<file path="src/rtl/sbe_pkg.sv">
`timescale 1ns / 1ps
`default_nettype none

package sbe_pkg;

  localparam int STACK_SIZE_DEF = 256;

  localparam logic [7:0] OPC_PUSH = 8'd0;
  localparam logic [7:0] OPC_ADD  = 8'd1;
  localparam logic [7:0] OPC_SUB  = 8'd2;
  localparam logic [7:0] OPC_MUL  = 8'd3;
  localparam logic [7:0] OPC_DIV  = 8'd4;
  localparam logic [7:0] OPC_NEG  = 8'd5;
  localparam logic [7:0] OPC_RET  = 8'd6;

  localparam logic [2:0] ST_OK            = 3'd0;
  localparam logic [2:0] ST_RETURNED      = 3'd1;
  localparam logic [2:0] ST_COMPILE_ERROR = 3'd2;
  localparam logic [2:0] ST_UNDERFLOW     = 3'd3;
  localparam logic [2:0] ST_OVERFLOW      = 3'd4;

  localparam logic [1:0] FOP_ADD = 2'd0;
  localparam logic [1:0] FOP_SUB = 2'd1;
  localparam logic [1:0] FOP_MUL = 2'd2;
  localparam logic [1:0] FOP_DIV = 2'd3;

  localparam logic [63:0] SIGN_BIT  = 64'h8000_0000_0000_0000;
  localparam logic [63:0] QUIET_BIT = 64'h0008_0000_0000_0000;
  localparam logic [63:0] DEF_NAN   = 64'hFFF8_0000_0000_0000;
  localparam logic [63:0] DIV0_NAN  = 64'h7FF8_0000_0000_0000;
  localparam logic [10:0] EXP_MAX   = 11'h7FF;

  typedef struct packed {
    logic       ld_in;
    logic       rd_second;
    logic       ld_b;
    logic       fpu_start;
    logic       wr_push;
    logic       wr_neg;
    logic       wr_fpu;
    logic       ret_ld;
    logic       depth_inc;
    logic       depth_dec;
    logic       ld_out;
    logic [2:0] status;
  } ctl_cmd_t;

  typedef struct packed {
    logic [7:0] opcode;
    logic       empty;
    logic       lt2;
    logic       full;
    logic       fpu_done;
  } ctl_stat_t;

endpackage

`default_nettype wire

</file>
<file path="src/rtl/sbe_ctrl.sv">
`timescale 1ns / 1ps
`default_nettype none

module sbe_ctrl (
  input  wire logic               clk,
  input  wire logic               rst_n,
  input  wire logic               in_tvalid,
  output logic                    in_tready,
  output logic                    out_tvalid,
  input  wire logic               out_tready,
  input  wire sbe_pkg::ctl_stat_t stat,
  output sbe_pkg::ctl_cmd_t       cmd
);
  import sbe_pkg::*;

  localparam logic [2:0] S_IDLE   = 3'd0;
  localparam logic [2:0] S_DECODE = 3'd1;
  localparam logic [2:0] S_TOP    = 3'd2;
  localparam logic [2:0] S_SECOND = 3'd3;
  localparam logic [2:0] S_EXEC   = 3'd4;
  localparam logic [2:0] S_FINISH = 3'd5;

  logic [2:0] state_r, state_nxt;
  logic [2:0] st_r, st_nxt;
  logic       out_valid_r;

  always_comb begin
    cmd = '0;
    cmd.status = st_r;
    state_nxt = state_r;
    st_nxt = st_r;
    unique case (state_r)
      S_IDLE: begin
        if (in_tvalid) begin
          cmd.ld_in = 1'b1;
          st_nxt = ST_OK;
          state_nxt = S_DECODE;
        end
      end
      S_DECODE: begin
        state_nxt = S_FINISH;
        unique case (stat.opcode) inside
          OPC_PUSH: begin
            if (stat.full) begin
              st_nxt = ST_OVERFLOW;
            end else begin
              cmd.wr_push = 1'b1;
              cmd.depth_inc = 1'b1;
            end
          end
          OPC_ADD, OPC_SUB, OPC_MUL, OPC_DIV: begin
            if (stat.lt2) st_nxt = ST_UNDERFLOW;
            else state_nxt = S_TOP;
          end
          OPC_NEG, OPC_RET: begin
            if (stat.empty) st_nxt = ST_UNDERFLOW;
            else state_nxt = S_TOP;
          end
          default: st_nxt = ST_COMPILE_ERROR;
        endcase
      end
      S_TOP: begin
        unique case (stat.opcode) inside
          OPC_NEG: begin
            cmd.wr_neg = 1'b1;
            state_nxt = S_FINISH;
          end
          OPC_RET: begin
            cmd.ret_ld = 1'b1;
            cmd.depth_dec = 1'b1;
            st_nxt = ST_RETURNED;
            state_nxt = S_FINISH;
          end
          default: begin
            cmd.ld_b = 1'b1;
            cmd.rd_second = 1'b1;
            state_nxt = S_SECOND;
          end
        endcase
      end
      S_SECOND: begin
        cmd.fpu_start = 1'b1;
        state_nxt = S_EXEC;
      end
      S_EXEC: begin
        if (stat.fpu_done) begin
          cmd.wr_fpu = 1'b1;
          cmd.depth_dec = 1'b1;
          state_nxt = S_FINISH;
        end
      end
      S_FINISH: begin
        if (!out_valid_r || out_tready) begin
          cmd.ld_out = 1'b1;
          state_nxt = S_IDLE;
        end
      end
      default: state_nxt = S_IDLE;
    endcase
  end

  always_ff @(posedge clk) begin
    if (!rst_n) begin
      state_r <= S_IDLE;
      st_r <= ST_OK;
      out_valid_r <= 1'b0;
    end else begin
      state_r <= state_nxt;
      st_r <= st_nxt;
      if (cmd.ld_out) out_valid_r <= 1'b1;
      else if (out_tready) out_valid_r <= 1'b0;
    end
  end

  assign in_tready = (state_r == S_IDLE);
  assign out_tvalid = out_valid_r;

endmodule

`default_nettype wire

</file>
<file path="config.mk">
export PLATFORM = sky130hd
export DESIGN_NAME = sbe_ctrl
export DESIGN_NICKNAME = d
export VERILOG_FILES = /design/src/rtl/sbe_pkg.sv /design/src/rtl/sbe_ctrl.sv
export SDC_FILE = /design/constraint.sdc
export NUM_CORES = 1
export LEC_CHECK = 0
export BUFFER_PORTS_ARGS = -buffer_cell sky130_fd_sc_hd__buf_2
export CORE_MARGIN = 2
export CORE_UTILIZATION = 45
export CTS_CLUSTER_SIZE = 16
export DETAILED_ROUTE_END_ITERATION = 8
export PLACE_DENSITY = 0.86
export SETUP_SLACK_MARGIN = 0.4
export SYNTH_ARGS = -nofsm -noshare
export SYNTH_HDL_FRONTEND = slang
export SYNTH_SLANG_ARGS = --single-unit
export TNS_END_PERCENT = 5
</file>
<file path="constraint.sdc">
create_clock -name clk -period 3.29 [get_ports clk]
set_clock_uncertainty 0.15 [all_clocks]
set_input_delay 0.329 -clock clk [delete_from_list [all_inputs] [get_ports clk]]
set_output_delay 0.329 -clock clk [all_outputs]
set_load 0.005 [all_outputs]
</file>
==> results of run 1 <==
-- cells by family after synthesis --
family	synth area share [%]
compound gates	22.9
xor+xnor	1.34
buf+inv	9.56
flops	21.4
mux	8.41
simple gates	36.3
-- layer usage --
metal  wire (um)  vias up  global-route usage (%)
li1            -      347                       -
met1         642      295                    23.5
met2         763       27                    31.3
met3         133        2                    6.47
met4           4        0                    3.75
met5           0        -                       0
-- state kept, by name, summed over array words and instances (netlist names) --
signal,count
st_r,3
state_r,3
out_tvalid,1
-- synthesized netlist by cell type --
master and count:
a211oi_1 1, a21boi_1 1, a21o_1 1, a21oi_1 5
a21oi_4 1, and2_1 3, and3b_1 1, buf_2 1
buf_4 4, buf_6 1, clkbuf_1 1, clkbuf_2 1
dfxtp_1 7, inv_1 2, mux2_4 1, mux2i_1 4
nand2_1 7, nand2b_1 3, nand3_1 1, nand3b_1 3
nand3b_2 1, nand4b_1 1, nor2_1 8, nor2b_1 4
nor3_1 3, nor4_4 1, nor4b_1 1, o2111ai_1 1
o211ai_1 1, o21a_1 3, o21ai_0 2, o221a_1 1
o31a_1 2, o41ai_1 1, or3_1 1, or4_4 1
xnor2_1 1
-- layout make-up --
class | instances | area [um^2] | area share, %
clock buffer | 4 | 26.3 | 3.29
timing repair buffer | 31 | 155 | 19.4
tap | 15 | 18.8 | 2.35
inverter | 2 | 7.51 | 0.939
multi-input combinational | 65 | 452 | 56.5
sequential | 7 | 140 | 17.5
-- where the power goes --
part	switching, mW	internal, mW	leakage, nW
clock	0.0316	0.0463	0.0150
sequential	0.00970	0.0910	0.0571
combinational	0.0366	0.0371	0.314
-- final timing paths --
path,start,end,slack [ns],cells past startpoint
max,state_r[0],cmd[4],1.12,5
min,rst_n,state_r[1],0.24,2
max reg2reg,state_r[0],st_r[2],1.28,5
min reg2reg,st_r[1],st_r[1],0.31,2
-- worst max-delay path, delay by kind of cell, from the launching register on --
kind          cells  cell delay, ns
buf+inv           1            0.11
simple gates      4            0.89
flops             1            0.44
-- through the flow --
stage	hold slack [ns]	instance area, um^2	utilization (%)	worst slack (ns)	cells
after floorplan	0.301	654	-	1.28	82
after global placement	0.298	773	58.0	1.13	120
after detailed placement	0.312	773	58.0	1.07	120
after CTS	0.227	800	59.9	1.12	124
after global routing	0.229	800	59.9	1.03	124
final	0.242	800	59.9	1.12	124
==> flow_metrics.tcl, run 1 <==
set metrics [dict create \
    outcome "finished clean" \
    area_growth_pct 22.2 \
    synth_seq_cells 7 \
    arrival_ns 1.69 \
    cts_tree "yes" \
    p_leak_nw 0.386 \
    p_total_mw 0.252 \
    synth_area_leader_cell "dfxtp_1" \
    antenna_found_initial 0 \
    fp.dieW_um 42.1 \
    synth_top_cells_by_area "dfxtp_1 21%, mux2i_1 6.1%, buf_4 4.6%" \
    grt_pass1_vias 580 \
    firstDrtPassIters 5 \
    port_buffers 31 \
    vias_per_cell 5.41 \
    dieArea_um2 1780 \
    clock_latency_ns 0.25 \
    path_max_fanout 14 \
    place.gp.congestion 0.850 \
    crit_chain "nor2_1 > nand2_1 > or4_4 > nand2b_1 > buf_2" \
    slew_headroom_pct 69.8 \
    end_kind "primary output" \
    finalMaxSlewViolations 0 \
    globalRouteTotalUtil_pct 18.8 \
    place_hpwl_mm 1.24 \
    cts_root_buf "clkbuf_4" \
    start_util_pct 49.1 \
    syn_nets 98 \
    drv_cap 0 \
    max_stage_delay_ns 0.48 \
    h-tree-depth 1 \
    drt_first_iter_violations 7 \
    ys_seq_area_share_pct 21.4 \
    layout_common_cells "31 x buf_2, 8 x nor2_1, 7 x nand2_1, 7 x dfxtp_1, 5 x a21oi_1" \
    path_clk_slew_ns 0.05 \
    synth_area_per_cell_um2 7.98 \
    ant_nets 0 \
    drc 0 \
    rsz0062_at_grt "false" \
    drive_gt1_share_pct 35.8 \
    gr-total-overflow 0 \
    cp.required_ns 2.81 \
    fillCellCount 127 \
    ys.warnings.count 0 \
    core_area_um2 1330 \
    n_antenna_cell 0 \
    numCtsBuffers 3 \
    wl_per_cell_um 12.5 \
    synth_cell_types 37 \
    clkSinkCount 7 \
    startpoint_type "flip-flop" \
    wl_mm 1.54 \
    setup_viol 0 \
    finalSetupTns_ns 0 \
    slowest_stage "or4_4" \
    post_cts_buffers 0 \
    cts_hold_buffers 0 \
    rows 13 \
    tightest_slew_ns 0.448 \
    synth_area_um2 654 \
    die_h_um 42.1 \
    ir_drop_uv 285 \
    cts_resized 0 \
    syn_inst 82 \
    yosysTopAreaCellShare_pct 21.4 \
    timing.final.hold_violations 0 \
    layout.nets 126 \
    criticalPathCategory "flip-flop to primary output" \
    grt_pass1_wl_mm 2.61 \
    clock.fmax_ghz 0.461 \
    post-route-period-util_pct 65.9 \
    layout_commonest_cell "buf_2" \
    powerDensity_nw_per_um2 315 \
    fin_crit_ns 2.17 \
    cts.path.max_buffers 2 \
    ios 32 \
    hold_class "input pin to flip-flop" \
    grt_max_degree 15 \
    num_vias 671 \
]
Power figures use the tool's default switching activity.
==> run 2, diff against run 1 <==
- CORE_UTILIZATION: 45 -> 44
- PLACE_DENSITY: 0.86 -> 0.85
- clock period: 3.29 -> 2.15 ns (I/O delays scaled with it)
==> run 2 against run 1 <==
  * Power is 58% higher
  * Design area is 2.8% higher
  * Clock power is 59% higher
  * Cell count is 1.6% higher
  * Worst setup slack worse by 0.85 ns
  * Critical endpoint unchanged
  * Highest routed layer unchanged
  * Largest power group unchanged
  * Wire length is 0.58% lower
  * Largest cell class unchanged
  * Core utilization is 0.95 points higher
==> flow_metrics.tcl, run 2 (same netlist as run 1, synthesis figures left out) <==
set metrics [dict create \
    ios 32 \
    fillCellCount 132 \
    p_leak_nw 0.399 \
    num_vias 687 \
    wl_mm 1.54 \
    n_antenna_cell 0 \
    finalSetupTns_ns 0 \
    cts_tree "yes" \
    slew_headroom_pct 69.9 \
    start_util_pct 48.5 \
    firstDrtPassIters 4 \
    clock_latency_ns 0.26 \
    layout_common_cells "31 x buf_2, 7 x nand2_1, 6 x nor2_1" \
    h-tree-depth 1 \
    holdCritStartpoint "rst_n" \
    layout.nets 128 \
    slowest_stage "or4_4" \
    drive_gt1_share_pct 40.5 \
    timing.final.ws_setup_ns 0.273 \
    clock.fmax_ghz 0.533 \
    dieArea_um2 1810 \
    place_ws_ns 0.0440 \
    grt_pass1_vias 589 \
    startpoint_type "input pin" \
    die_h_um 42.6 \
    port_buffers 31 \
    fp.dieW_um 42.6 \
    rows 13 \
    finalMaxSlewViolations 0 \
    ant_nets 0 \
    powerDensity_nw_per_um2 484 \
    area_growth_pct 25.6 \
    wl_per_cell_um 12.2 \
    max_stage_delay_ns 0.54 \
    crit_chain "buf_2 > nor4_4 > nand3b_2 > or4_4 > nand2b_1 > buf_2" \
    finalNonFillerCells 126 \
    grt_max_degree 14 \
    fin_area_um2 822 \
    timing.final.hold_violations 0 \
    drc 0 \
    cp-startpoint "stat[10]" \
    clkSinkCount 7 \
    antenna_found_initial 0 \
    rsz0062_at_grt "true" \
    path_clk_slew_ns 0.05 \
    grt_pass1_wl_mm 2.55 \
    hold_class "input pin to flip-flop" \
    post-route-period-util_pct 87.3 \
    rr_startpoint "state_r[2]" \
    outcome "finished clean" \
    dpl.cell_count 121 \
    arrival_ns 1.51 \
    cp_common_cell "buf_2" \
    fin_crit_ns 1.88 \
    end_kind "primary output" \
    dpl_cell_area_um2 781 \
    globalRouteTotalUtil_pct 18.5 \
    path_max_fanout 3 \
    cts.path.max_buffers 2 \
    place_hpwl_mm 1.23 \
    cts_root_buf "clkbuf_4" \
    layout_commonest_cell "buf_2" \
    gr-total-overflow 0 \
    numCtsBuffers 3 \
    tightest_slew_ns 0.447 \
    drv_cap 0 \
    vias_per_cell 5.45 \
    cts_hold_buffers 0 \
    place.gp.congestion 0.859 \
    cp.required_ns 1.78 \
    criticalPathCategory "input pin to primary output" \
    ir_drop_uv 239 \
    core_area_um2 1350 \
    drt_first_iter_violations 21 \
    setup_viol 0 \
]
## run 2: cell count changes in the layout (fill, tap and decap cells not counted), sizes merged
| cell | before | now |
|---|---|---|
| buf | 31 | 33 |
## run 2: through the flow
step	power [mW]	util, %	hold WS [ns]
after detailed placement	0.273	57.8	0.303
after global routing	0.425	60.9	0.106
after CTS	0.399	60.7	0.110
after floorplan	0.231	-	0.267
final	0.398	60.9	0.107
after global placement	0.269	57.8	0.298
## run 2: worst max-delay path: cells and delay by family
family / cells / cell delay [ns]
and+or+nand+nor: 4 / 1.08
buffers and inverters: 2 / 0.21
## run 2: power breakdown
group	switching (mW)	internal (mW)
Sequential	0.00839	0.140
Clock	0.0525	0.0711
Combinational	0.0647	0.0617
## run 2: repair_timing
action / in CTS / in global routing
pin swaps: 2 / 0
setup buffers: 1 / 0
endpoints found under the setup margin: 5 / 7
resized for setup: 3 / 1
cloned: 0 / 0
## run 2: worst paths after layout
check          endpoint  slack [ns]  cells past startpoint
max              cmd[4]        0.27                      6
min          state_r[1]        0.11                      2
max reg2reg     st_r[2]        0.34                      5
min reg2reg     st_r[1]        0.31                      2
## run 2: final cells by class
cell class	instances	area (um^2)	share of cell area [%]
clock buffer	4	26.3	3.20
inverter	2	7.51	0.913
multi-input combinational	65	457	55.6
sequential	7	143	17.4
tap	15	18.8	2.28
timing repair buffer	33	170	20.7
## run 2: per-layer routing
layer	GRT usage, %	vias to the layer above	share of wire [%]
met4	7.50	0	1.9
li1	-	348	-
met3	5.60	5	7.4
met2	30.5	28	50
met1	22.2	306	41
met5	0	-	0
